[src/hdl/bms_ram.sv]
`timescale 1ns / 1ps
// ----------------------------------------------------------------------------
// bms_ram: generic RAM with one write port and two registered read ports
// Both read ports deliver registered data in the cycle after the address.
// ----------------------------------------------------------------------------
module bms_ram #(
  parameter int WIDTH = 32,
  parameter int DEPTH = 64
) (
  input  logic                     clk_i,
  input  logic                     we_i,
  input  logic [$clog2(DEPTH)-1:0] waddr_i,
  input  logic [WIDTH-1:0]         wdata_i,
  input  logic [$clog2(DEPTH)-1:0] raddr_a_i,
  input  logic [$clog2(DEPTH)-1:0] raddr_b_i,
  output logic [WIDTH-1:0]         rdata_a_o,
  output logic [WIDTH-1:0]         rdata_b_o
);

  logic [WIDTH-1:0] mem_q [DEPTH];

  // Write port.
  always_ff @(posedge clk_i) begin
    if (we_i) begin
      mem_q[waddr_i] <= wdata_i;
    end
  end

  // Registered read ports.
  always_ff @(posedge clk_i) begin
    rdata_a_o <= mem_q[raddr_a_i];
    rdata_b_o <= mem_q[raddr_b_i];
  end

endmodule

[config.mk]
export PLATFORM = sky130hd
export DESIGN_NAME = bms_ram
export DESIGN_NICKNAME = d
export VERILOG_FILES = /design/src/hdl/bms_ram.sv
export SDC_FILE = /design/constraint.sdc
export NUM_CORES = 2
export LEC_CHECK = 0
export ABC_CLOCK_PERIOD_IN_PS = 5400
export BUFFER_PORTS_ARGS = -buffer_cell sky130_fd_sc_hd__buf_4
export CORE_MARGIN = 8
export CORE_UTILIZATION = 32
export DETAILED_ROUTE_END_ITERATION = 6
export PLACE_DENSITY_LB_ADDON = 0.25
export SLEW_MARGIN = 0
export SYNTH_ARGS = -nofsm -noshare
export SYNTH_HDL_FRONTEND = slang
export SYNTH_SLANG_ARGS = --single-unit
[constraint.sdc]
create_clock -name clk_i -period 5.4 [get_ports clk_i]
set_input_delay 1.08 -clock clk_i [delete_from_list [all_inputs] [get_ports clk_i]]
set_output_delay 1.08 -clock clk_i [all_outputs]
set_load 0.005 [all_outputs]
==> results.json <==
{
  "via_count": 51700,
  "ys_types": 38,
  "syn_to_final_growth_pct": 14.6,
  "clkLatencyLatePin_ns": 0.89,
  "seq_area_um2": 62800,
  "cp-end-kind": "register",
  "postSynth.asyncResetShare_pct": 0,
  "worstPathArrival_ns": 4.08,
  "synthFlopType": "edfxtp_1",
  "routabilityCongestion": 0.807,
  "power.total_mw": 36.5,
  "r2r_start": "mem_q[16][19]$_DFFE_PP_",
  "post_cts_buffers": 0,
  "setup_violations": 0,
  "syn_area_per_cell_um2": 21.7,
  "maxSlewViolCount": 0,
  "holdPathStages": 1,
  "first_iter_violations": 6029,
  "start_util_pct": 32.2,
  "die_h_um": 563,
  "status": "completed",
  "fmax_mhz": 296,
  "multiInputGateArea_um2": 31700,
  "grt_remaining_overflow": 0,
  "ant_nets": 0,
  "ys_ff_latch": 2112,
  "core_um2": 297000,
  "fillers": 26800,
  "hold_path.class": "primary input to register",
  "syn_nets": 4464,
  "hpwl_um": 189000,
  "cts_resized": 0,
  "crit_fanout": 41,
  "r2r_end": "rdata_b_o[19]$_DFF_P_",
  "max-vdd-ir-drop_v": 0.000241,
  "cts_max_level": 4,
  "wire_per_inst_um": 37.3,
  "grtUsageTotal_pct": 20.1,
  "yosys_warnings": 0,
  "ctsHoldBuffers": 0,
  "cts.sinks": 2112,
  "max_slew.worst_pin.slew_ns": 1.12,
  "hold_end": "mem_q[59][2]$_DFFE_PP_",
  "cts_tree": "built",
  "p_per_area_nw_per_um2": 333,
  "syn_area_um2": 95700,
  "synth_edf_count": 2048,
  "cts_buffer_depth": 4,
  "fin_tns_setup_ns": 0,
  "io_pins": 116,
  "rsz0062_at_grt": "no",
  "dieWidth_um": 563,
  "fin_crit_sh_pct": 62.5,
  "p_leak_nw": 33.8,
  "r2r_cells": 4,
  "grt_max_degree": 118,
  "fin_skew_ns": 0.0424,
  "drtPass1Iterations": 6,
  "num_rows": 200,
  "drt_wl_total_um": 326000,
  "drive_gt1_share_pct": 39.0,
  "final_nets": 4670,
  "routed_via_density": 5.92,
  "max_slew_margin_pct": 24.8,
  "grt_pass1_wl_um": 447000,
  "min_from": "wdata_i[2]",
  "clockRootBuffer": "clkbuf_16",
  "io_buffers": 115,
  "period_minus_slack_ns": 3.38,
  "start_kind": "primary input",
  "holdWs_ns": 0.744,
  "cp.required_ns": 6.11,
  "antenna_found_initial": 19,
  "clkTransAtPathRegs_ns": 0.06,
  "max-cap-violations": 0,
  "drc_errors": 0,
  "synthCells": 4412,
  "hold_viol": 0,
  "cts-buffers-inserted": 221,
  "synth_seq_area_share_pct": 65.6,
  "rrSetupSlack_ns": 2.96,
  "critPathKind": "primary input to register",
  "dieArea_um2": 317000,
  "grt_pass1_vias": 53300
}
==> area by class of cell <==
cell class,instances,area share [%]
inverters,1,0.00342
well taps,3939,4.50
flip-flops and latches,2112,57.3
clock inverters,102,0.929
clock buffers,297,5.47
diodes,10,0.0228
repair buffers,330,2.91
multi-input cells,1952,28.9
==> power by group <==
part           leakage, nW  internal, mW  total, mW  switching, mW
combinational         11.4          1.26       3.05           1.79
sequential            19.0          18.1       18.3          0.136
clock                 3.42          8.70       15.2           6.47
total                 33.8          28.1       36.5           8.39
==> critical path, cell delays in order <==
cell and delay (ns):
buf_8 0.40, buf_12 0.34, buf_4 0.34, mux4_2 0.54
mux4_2 0.51, o22ai_1 0.57, a21oi_1 0.08
==> cell usage after synthesis, drive strengths merged (2+ instances only) <==
cell	count	area [µm²]
nand3	9	45.0
nor2b	19	119
a221oi	13	114
a211oi	15	113
a32oi	9	78.8
mux2	36	405
o211ai	27	203
and2	6	37.5
mux2i	204	2040
mux4	1124	25300
nand2b	8	50.1
or3b	2	17.5
o221ai	16	140
dfxtp	64	1280
nor2	94	353
buf	212	1240
o21ai	49	245
clkbuf	135	507
or3	2	12.5
nand2	93	349
o32a	9	90.1
a22oi	85	638
edfxtp	2048	61500
a21oi	58	290
o22ai	56	350
or2	3	18.8
nand3b	6	45.0
nor3	3	15.0
nand4	2	12.5
==> per-stage QoR <==
stage               utilization (%)  setup slack, ns  area (µm²)  cells
floorplan                         -             1.13       95700   4412
global placement               34.5            0.988      103000   8334
detailed placement             34.5             1.17      103000   8334
CTS                            36.9             2.11      110000   8733
global route                   36.9             2.00      110000   8737
finish                         36.9             2.02      110000   8743
==> metal layers <==
layer,global-route usage [%],share of wire [%],vias to the layer above
met3,4.15,8.0,519
li1,-,-,19900
met1,26.4,40,28900
met2,33.7,49,2402
met4,5.92,3.2,12
met5,0,0.024,-
==> worst max path at each step <==
| stage | start | to | slack [ns] | cells after the start |
|---|---|---|---|---|
| final | raddr_b_i[0] | rdata_b_o[30]$_DFF_P_ | 2.02 | 7 |
| after CTS | raddr_b_i[0] | rdata_b_o[30]$_DFF_P_ | 2.11 | 7 |
| after global routing | raddr_b_i[0] | rdata_b_o[30]$_DFF_P_ | 2.00 | 7 |
| after floorplan | waddr_i[3] | mem_q[48][0]$_DFFE_PP_ | 1.13 | 4 |
| after global placement | raddr_a_i[5] | rdata_a_o[20]$_DFF_P_ | 0.99 | 6 |
| after detailed placement | raddr_b_i[0] | rdata_b_o[30]$_DFF_P_ | 1.17 | 7 |
==> flip-flops by register name, summed over array words and instances, names as in the netlist <==
name and count:
mem_q 2048, rdata_a_o 32, rdata_b_o 32
==> logic make-up after synthesis <==
| family | share of synthesized area [%] |
|---|---|
| multiplexers | 29.0 |
| buffers and inverters | 1.83 |
| AND/OR/NAND/NOR | 1.13 |
| AO/OA/AOI/OAI | 2.39 |
| flip-flops | 65.6 |
==> layout by cell type (no fill, tap or decap), types with 4 or more instances in the layout <==
cell / netlist / final
a211oi_1: 15 / 15
edfxtp_1: 2048 / 2048
clkbuf_16: 0 / 223
buf_8: 0 / 6
a22oi_1: 85 / 85
and2_1: 6 / 4
bufinv_16: 0 / 20
o32a_1: 9 / 9
dfxtp_1: 64 / 64
o211ai_1: 27 / 27
o22ai_1: 56 / 56
clkinv_2: 0 / 30
mux4_2: 1124 / 1124
diode_2: 0 / 10
nand3_1: 9 / 9
o21ai_1: 31 / 31
nand2_1: 93 / 91
buf_4: 55 / 269
o21ai_0: 18 / 18
o221ai_1: 16 / 16
a21oi_1: 58 / 58
clkbuf_1: 135 / 60
a221oi_1: 13 / 13
nor2_4: 0 / 63
nand2b_1: 8 / 7
clkinvlp_4: 0 / 5
clkinv_1: 0 / 43
mux2i_1: 204 / 204
nor2b_1: 19 / 14
mux2_2: 36 / 36
nand3b_1: 6 / 6
a32oi_1: 9 / 9
clkbuf_8: 0 / 14
buf_12: 0 / 52
nor2_1: 94 / 29
(Power assumes the default switching activity.)
